===== config.mk =====
export PLATFORM = sky130hd
export DESIGN_NAME = lru_writeback_page_cache
export DESIGN_NICKNAME = d
export VERILOG_FILES = /design/src/rtl/lwpc_pkg.sv /design/src/rtl/lwpc_match.sv /design/src/rtl/lru_writeback_page_cache.sv
export SDC_FILE = /design/constraint.sdc
export NUM_CORES = 2
export LEC_CHECK = 0
export ABC_AREA = 1
export BUFFER_PORTS_ARGS = -buffer_cell sky130_fd_sc_hd__buf_2
export CAP_MARGIN = 10
export CELL_PAD_IN_SITES_DETAIL_PLACEMENT = 1
export CELL_PAD_IN_SITES_GLOBAL_PLACEMENT = 1
export CORE_MARGIN = 5
export CORE_UTILIZATION = 49
export DETAILED_ROUTE_END_ITERATION = 8
export MAX_ROUTING_LAYER = met4
export PLACE_DENSITY_LB_ADDON = 0.15
export REMOVE_ABC_BUFFERS = 1
export SLEW_MARGIN = 20
export SYNTH_ARGS = -nofsm -noshare
export SYNTH_HDL_FRONTEND = slang
export SYNTH_HIERARCHICAL = 1
export SYNTH_SLANG_ARGS = --single-unit

===== constraint.sdc =====
create_clock -name i_clk -period 7.2 [get_ports i_clk]
set_clock_uncertainty 0.2 [all_clocks]
set_input_delay 1.44 -clock i_clk [delete_from_list [all_inputs] [get_ports i_clk]]
set_output_delay 1.44 -clock i_clk [all_outputs]
set_load 0.05 [all_outputs]

===== src/rtl/lwpc_pkg.sv =====
// Shared codes and types for the LRU write-back page cache directory.
`default_nettype none
package lwpc_pkg;
    localparam logic [2:0] ACT_READ  = 3'd0;
    localparam logic [2:0] ACT_WRITE = 3'd1;
    localparam logic [2:0] ACT_MARK  = 3'd2;
    localparam logic [2:0] ACT_FLUSH = 3'd3;
    localparam logic [2:0] ACT_CLEAR = 3'd4;

    localparam logic [2:0] ST_HIT     = 3'd0;
    localparam logic [2:0] ST_MISS    = 3'd1;
    localparam logic [2:0] ST_REJECT  = 3'd2;
    localparam logic [2:0] ST_ABSENT  = 3'd3;
    localparam logic [2:0] ST_WB      = 3'd4;
    localparam logic [2:0] ST_NODIRTY = 3'd5;

    typedef enum logic [1:0] {
        S_IDLE,
        S_LOOK,
        S_WALK
    } t_state;
endpackage
`default_nettype wire


===== src/rtl/lwpc_match.sv =====
// Shared compare unit: parallel tag match, rank match and free-slot search.
`default_nettype none
module lwpc_match #(
    parameter int N  = 16,
    parameter int PB = 24,
    parameter int RW = 4
) (
    input  wire logic          i_valid [N],
    input  wire logic [PB-1:0] i_tag   [N],
    input  wire logic [RW-1:0] i_rank  [N],
    input  wire logic [PB-1:0] i_key_tag,
    input  wire logic [RW-1:0] i_key_rank,
    output logic [N-1:0]       o_tag_hit,
    output logic [N-1:0]       o_rank_hit,
    output logic               o_hit_any,
    output logic [RW-1:0]      o_hit_idx,
    output logic               o_rank_any,
    output logic [RW-1:0]      o_rank_idx,
    output logic [RW-1:0]      o_free_idx
);
    always_comb begin
        o_hit_idx  = '0;
        o_rank_idx = '0;
        o_free_idx = '0;
        for (int i = 0; i < N; i++) begin
            o_tag_hit[i]  = i_valid[i] && (i_tag[i] == i_key_tag);
            o_rank_hit[i] = i_valid[i] && (i_rank[i] == i_key_rank);
        end
        // Scan from the top so the lowest matching index wins.
        for (int i = N - 1; i >= 0; i--) begin
            if (o_tag_hit[i]) o_hit_idx = RW'(i);
            if (o_rank_hit[i]) o_rank_idx = RW'(i);
            if (!i_valid[i]) o_free_idx = RW'(i);
        end
        o_hit_any  = |o_tag_hit;
        o_rank_any = |o_rank_hit;
    end
endmodule
`default_nettype wire


===== src/rtl/lru_writeback_page_cache.sv =====
// Top level of the LRU write-back page cache directory.
`default_nettype none
// A request is taken when start is high and busy is low. Requests other
// than flush and clear hold busy only for the lookup cycle. In that
// cycle the shared compare unit does all the tag and rank compares in
// parallel and the whole lookup and update. Their single result is on the
// outputs in the cycle after the lookup cycle. A new request can be
// accepted while that result is on the outputs. Flush and clear walk the
// recency order one rank per cycle through that same compare unit, and
// write-back results come out at most one per cycle. Each result sits on
// the outputs for exactly one cycle with o_strobe high, and the receiver
// cannot stall it; o_last marks the final result of each request.
module lru_writeback_page_cache #(
    parameter int CACHE_ENTRIES = 16,
    parameter int PAGE_ID_BITS  = 24
) (
    input  wire logic                    i_clk,
    input  wire logic                    i_rst_n,
    input  wire logic                    start,
    output logic                         busy,
    input  wire logic [2:0]              i_action,
    input  wire logic signed [PAGE_ID_BITS:0] i_page_id,
    output logic                         o_strobe,
    output logic [2:0]                   o_status,
    output logic                         o_fetch_needed,
    output logic                         o_evict_valid,
    output logic [PAGE_ID_BITS-1:0]      o_evict_page,
    output logic                         o_evict_writeback,
    output logic [PAGE_ID_BITS-1:0]      o_writeback_page,
    output logic                         o_last
);
    import lwpc_pkg::*;

    localparam int N  = CACHE_ENTRIES;
    localparam int PB = PAGE_ID_BITS;
    localparam int RW = $clog2(N);
    localparam int OW = $clog2(N + 1);

    t_state r_state, n_state;

    logic [PB-1:0] r_tag   [N];
    logic          r_valid [N];
    logic          r_dirty [N];
    logic [RW-1:0] r_rank  [N];
    logic [OW-1:0] r_occ;
    logic [OW-1:0] r_walk;
    logic [2:0]    r_act;
    logic [PB:0]   r_page;
    logic          r_pend;
    logic [PB-1:0] r_pend_page;

    logic          r_strobe, r_fetch, r_ev, r_evwb, r_last;
    logic [2:0]    r_status;
    logic [PB-1:0] r_evpage, r_wbpage;

    logic [N-1:0]  tag_hit, rank_hit;
    logic          hit_any, rank_any;
    logic [RW-1:0] hit_idx, rank_idx, free_idx, key_rank, ins_slot;
    logic          accept, neg, full, is_rw, walk_done;

    assign accept    = start && (r_state == S_IDLE);
    assign neg       = r_page[PB];
    assign full      = (r_occ >= OW'(N));
    assign is_rw     = (r_act == ACT_READ) || (r_act == ACT_WRITE);
    assign walk_done = (r_walk >= r_occ);
    // The eviction victim is the least recent rank; the walk steps ranks.
    assign key_rank  = (r_state == S_WALK) ? r_walk[RW-1:0] : RW'(N - 1);
    assign ins_slot  = full ? rank_idx : free_idx;

    lwpc_match #(.N(N), .PB(PB), .RW(RW)) u_match (
        .i_valid    (r_valid),
        .i_tag      (r_tag),
        .i_rank     (r_rank),
        .i_key_tag  (r_page[PB-1:0]),
        .i_key_rank (key_rank),
        .o_tag_hit  (tag_hit),
        .o_rank_hit (rank_hit),
        .o_hit_any  (hit_any),
        .o_hit_idx  (hit_idx),
        .o_rank_any (rank_any),
        .o_rank_idx (rank_idx),
        .o_free_idx (free_idx)
    );

    // Next state.
    always_comb begin
        n_state = r_state;
        unique case (r_state)
            S_IDLE: begin
                if (accept) begin
                    n_state = ((i_action == ACT_FLUSH) || (i_action == ACT_CLEAR))
                              ? S_WALK : S_LOOK;
                end
            end
            S_LOOK: n_state = S_IDLE;
            S_WALK: begin
                if (walk_done) n_state = S_IDLE;
            end
            default: n_state = S_IDLE;
        endcase
    end

    // Control outputs.
    always_comb begin
        busy = (r_state != S_IDLE);
    end

    always_ff @(posedge i_clk) begin
        if (!i_rst_n) begin
            r_state <= S_IDLE;
        end else begin
            r_state <= n_state;
        end
    end

    // Tag store: written only on a miss insertion.
    always_ff @(posedge i_clk) begin
        if (r_state == S_LOOK && is_rw && !neg && !hit_any) begin
            r_tag[ins_slot] <= r_page[PB-1:0];
        end
    end

    // Request capture and result payload.
    always_ff @(posedge i_clk) begin
        if (accept) begin
            r_act  <= i_action;
            r_page <= i_page_id;
        end
        r_fetch  <= 1'b0;
        r_ev     <= 1'b0;
        r_evpage <= '0;
        r_evwb   <= 1'b0;
        r_wbpage <= '0;
        r_last   <= 1'b1;
        r_status <= ST_REJECT;
        if (r_state == S_LOOK) begin
            case (r_act) inside
                ACT_READ, ACT_WRITE: begin
                    if (!neg && hit_any) begin
                        r_status <= ST_HIT;
                    end else if (!neg) begin
                        r_status <= ST_MISS;
                        r_fetch  <= (r_act == ACT_READ);
                        if (full && rank_any) begin
                            r_ev     <= 1'b1;
                            r_evpage <= r_tag[rank_idx];
                            r_evwb   <= r_dirty[rank_idx];
                        end
                    end
                end
                ACT_MARK: r_status <= (!neg && hit_any) ? ST_HIT : ST_ABSENT;
                default:  r_status <= ST_REJECT;
            endcase
        end else if (r_state == S_WALK) begin
            if (walk_done) begin
                r_status <= r_pend ? ST_WB : ST_NODIRTY;
                r_wbpage <= r_pend ? r_pend_page : '0;
            end else begin
                r_status <= ST_WB;
                r_wbpage <= r_pend_page;
                r_last   <= 1'b0;
            end
        end
        if (r_state == S_WALK && !walk_done && rank_any && r_dirty[rank_idx]) begin
            r_pend_page <= r_tag[rank_idx];
        end
    end

    // Directory state and result strobe.
    always_ff @(posedge i_clk) begin
        if (!i_rst_n) begin
            for (int i = 0; i < N; i++) begin
                r_valid[i] <= 1'b0;
                r_dirty[i] <= 1'b0;
                r_rank[i]  <= '0;
            end
            r_occ    <= '0;
            r_walk   <= '0;
            r_pend   <= 1'b0;
            r_strobe <= 1'b0;
        end else begin
            r_strobe <= 1'b0;
            if (accept) begin
                r_walk <= '0;
                r_pend <= 1'b0;
            end
            if (r_state == S_LOOK) begin
                r_strobe <= 1'b1;
                if (is_rw && !neg && hit_any) begin
                    for (int i = 0; i < N; i++) begin
                        if (r_valid[i] && r_rank[i] < r_rank[hit_idx]) begin
                            r_rank[i] <= r_rank[i] + 1'b1;
                        end
                    end
                    r_rank[hit_idx] <= '0;
                    if (r_act == ACT_WRITE) r_dirty[hit_idx] <= 1'b1;
                end else if (is_rw && !neg) begin
                    for (int i = 0; i < N; i++) begin
                        if (r_valid[i]) r_rank[i] <= r_rank[i] + 1'b1;
                    end
                    r_rank[ins_slot]  <= '0;
                    r_valid[ins_slot] <= 1'b1;
                    r_dirty[ins_slot] <= (r_act == ACT_WRITE);
                    if (!full) r_occ <= r_occ + 1'b1;
                end else if (r_act == ACT_MARK && !neg && hit_any) begin
                    r_dirty[hit_idx] <= 1'b1;
                end
            end else if (r_state == S_WALK) begin
                if (walk_done) begin
                    r_strobe <= 1'b1;
                    if (r_act == ACT_CLEAR) begin
                        for (int i = 0; i < N; i++) begin
                            r_valid[i] <= 1'b0;
                            r_dirty[i] <= 1'b0;
                            r_rank[i]  <= '0;
                        end
                        r_occ <= '0;
                    end
                end else begin
                    r_walk <= r_walk + 1'b1;
                    if (rank_any && r_dirty[rank_idx]) begin
                        // A newly found dirty entry releases the held one.
                        r_strobe          <= r_pend;
                        r_pend            <= 1'b1;
                        r_dirty[rank_idx] <= 1'b0;
                    end
                end
            end
        end
    end

    assign o_strobe          = r_strobe;
    assign o_status          = r_status;
    assign o_fetch_needed    = r_fetch;
    assign o_evict_valid     = r_ev;
    assign o_evict_page      = r_evpage;
    assign o_evict_writeback = r_evwb;
    assign o_writeback_page  = r_wbpage;
    assign o_last            = r_last;

    a_occ_bound: assert property (@(posedge i_clk) disable iff (!i_rst_n)
        r_occ <= OW'(N)) else $error("occupancy above capacity");
    a_tag_unique: assert property (@(posedge i_clk) disable iff (!i_rst_n)
        $onehot0(tag_hit)) else $error("page present in two entries");
    a_rank_unique: assert property (@(posedge i_clk) disable iff (!i_rst_n)
        $onehot0(rank_hit)) else $error("recency rank shared by two entries");
    a_lookup_result: assert property (@(posedge i_clk) disable iff (!i_rst_n)
        (accept && (i_action == ACT_READ || i_action == ACT_MARK))
        |=> ##1 (o_strobe && o_last)) else $error("lookup result missing");
endmodule
`default_nettype wire


==> impl_results.md <==
* Sw Pwr at 2020 uW
* Drc violations at 0
* Worst-path clk slew at 0.06 ns
* Placed inst area at 35700 sq um
* Initial DRT Pass Iterations at 8
* DP Cell Count at 4937
* DIE AREA at 75200 sq um
* RSZ-0062 raised after global routing: false
* Nets at 4185
* CP Class: flip-flop to flip-flop
* Hold Buf Count CTS at 0
* Ys Warns at 6
* Worst skew pair latency at 0.64 ns
* PostCTS Resize Cnt at 0
* Net Sw Frac at 24.7%
* Max Slew Vio Count at 0
* Synthesized cell area at 34200 sq um
* Vias in the first global route at 32300
* FF-to-FF Start: r_page[16]
* Crit start category: flip-flop
* Seq pwr share at 46.6%
* Largest net degree at the start of global routing at 193
* H-tree levels at 3
* Via count at 32500
* CP cell instances: inv_1 -> o22ai_1 -> a2111oi_1 -> nand4_1 -> nor4_2 -> nor2_1 -> a21boi_1 -> inv_1 -> nor2_1 -> inv_1 -> o221ai_1 -> a221oi_2 -> buf_4 -> ha_1 -> a211oi_1 -> nand2_2 -> a21oi_1 -> o21ai_0 -> a21oi_1
* Final total power at 8170 uW
* Post-DP HPWL at 95300 microns
* Total GRT Usage at 37.3%
* Final WL at 140000 microns
* Setup crit end kind: flip-flop
* CP arrival at 7.06 ns
* CP Data Required Time at 7.54 ns
* Share of post-route cells with drive strength above 1 at 10.2%
* Routability Congestion at 1.03
* Most frequent CP cell: inv_1
* Gate power share at 7.2%
* CTS Buffer Depth at 3
* Post-CTS Setup Bufs at 0
* Core box area at 68900 sq um
* Final setup fails at 0
* Minimum clock period at 6.72 ns
* P&R area growth vs syn at 11.2%
* Tcrit/Tclk final at 93.4%
* First-pass GRT wire length at 206000 microns
* Port Buffers at 87
* Initial DRC Count at 4017
* Sink Count at 601
* Met3 usage at 5.89%
* GRT overflow at 0
* Gr busiest metal: met2
* Place WS at 0.820 ns
* Die width at 274 microns
* PD cells at 215 nW/um^2
* Initial antenna violation count at 3
* Max incr delay on CP at 0.70 ns
* Post-Synthesis Cells at 4025
* Die Y-Extent at 274 microns
* Synth Area per Inst at 8.50 sq um
* R2R Path End: r_rank[52]
* Root Driver: clkbuf_16
* Design area at 38000 sq um
* Slew of the pin with the lowest slew margin at 1.11 ns
* Hold Path Sink: o_writeback_page[2]
* Status: completed
* DR WL/cell at 27.5 microns
* M1 GR Usage at 46.8%
* Antenna-violating nets left at 0
* FMAX at 149 MHz
* IO Count at 88
* Internal power at 6150 uW
* Min-delay worst type: flip-flop to flip-flop
* Final Non-Filler Cells at 5068
* Vias per cell at 6.41
* Slowest CP cell: a2111oi_1
* Slew HR at 25.8%
* MaxCap Viol Count at 0
* R2R depth at 19
* IR drop worst, VDD at 0.158 mV
* CTS tree: done
* Final hold vios at 0
* Setup WS post-layout at 0.478 ns
* Max FO, Critical Path at 12
* Worst Hold Launch: r_pend_page[2]
* R2R Setup Slk at 0.48 ns
* Initial Utilization at 49.6%
* GRT met2 Usage at 58.1%
* LEAKAGE at 0.0139 uW
* Number of cells on the worst hold path at 2
* Row cnt at 96
* Clock Power Share at 46.2%
* CTS Buf Count at 71
## worst max-delay path by stage
stage / startpoint / to / slack (ns)
final: r_page[16] / r_rank[52] / 0.48
after global routing: r_page[2] / r_rank[29] / 0.12
after CTS: r_page[2] / r_rank[0] / 0.78
after detailed placement: r_page[2] / r_rank[52] / 0.82
after global placement: r_page[2] / r_rank[8] / 1.00
after floorplan: r_state[0] / r_pend_page[0] / -7.05
## cell type report
class / count / area [sq um]
multi-input cells: 2870 / 15500
diodes: 2 / 5.00
clock buffers: 101 / 2010
repair buffers: 184 / 1210
inverters: 351 / 1330
clock inverters: 28 / 369
well taps: 931 / 1160
fillers: 8283 / 30900
flip-flops and latches: 601 / 16500
## state kept, by name, indices dropped and copies added (netlist names), 16 cells and up
name,count
r_valid,16
r_tag,384
o_evict_page,24
r_page,25
r_dirty,16
r_rank,64
o_writeback_page,24
r_pend_page,24
## power by group through the flow
stage	clock network, uW	registers, uW	logic [uW]
2_1_floorplan	0	3900	277
3_3_place_gp	0	3880	550
3_5_place_dp	0	3880	563
4_1_cts	3800	3800	567
5_1_grt	3960	3810	617
6_report	3780	3810	587
## layout by cell type, fill, tap and decap left out, types with 9 or more instances in the layout
master     instances
a211oi_1          35
a21oi_1          204
a221oi_1          34
a22o_1            20
a22oi_1           13
buf_2             87
buf_4             93
clkbuf_1          20
clkbuf_16         73
clkinv_1           9
clkinv_2           9
dfxtp_1          158
edfxtp_1         443
ha_1              75
inv_1            314
inv_2             30
mux2i_1           10
nand2_1          791
nand2_2           17
nand3_1          183
nand4_1           37
nor2_1           462
nor2_2            25
nor2_4            10
nor3_1            33
nor4_1            11
o211ai_1          34
o21ai_0          409
o21ai_1           10
o221ai_1          73
o22ai_1          102
or2_2             15
xnor2_1          132
xor2_1            54
## worst max-delay path: cells and delay by family, from the launching register on
| family | cells | cell delay [ns] |
|---|---|---|
| compound gates | 9 | 2.89 |
| fa+ha+maj | 1 | 0.30 |
| buf+inv | 4 | 1.14 |
| flops | 1 | 0.65 |
| simple gates | 5 | 1.43 |
## through the flow
step	TNS (ns)	hold slack [ns]	util, %
finish	0	0.274	55.2
floorplan	-3590.98	0.237	-
global route	0	0.298	55.2
detailed placement	0	0.269	51.7
CTS	0	0.283	55.2
global placement	0	0.253	51.7
## layer usage
layer / routed length [microns] / vias up / share of wire (%)
met5: 0 / - / 0
met4: 9540 / 0 / 6.8
met3: 12600 / 453 / 9.0
met2: 63700 / 1868 / 46
met1: 53700 / 16100 / 39
li1: - / 14100 / -
(Power assumes the default switching activity.)
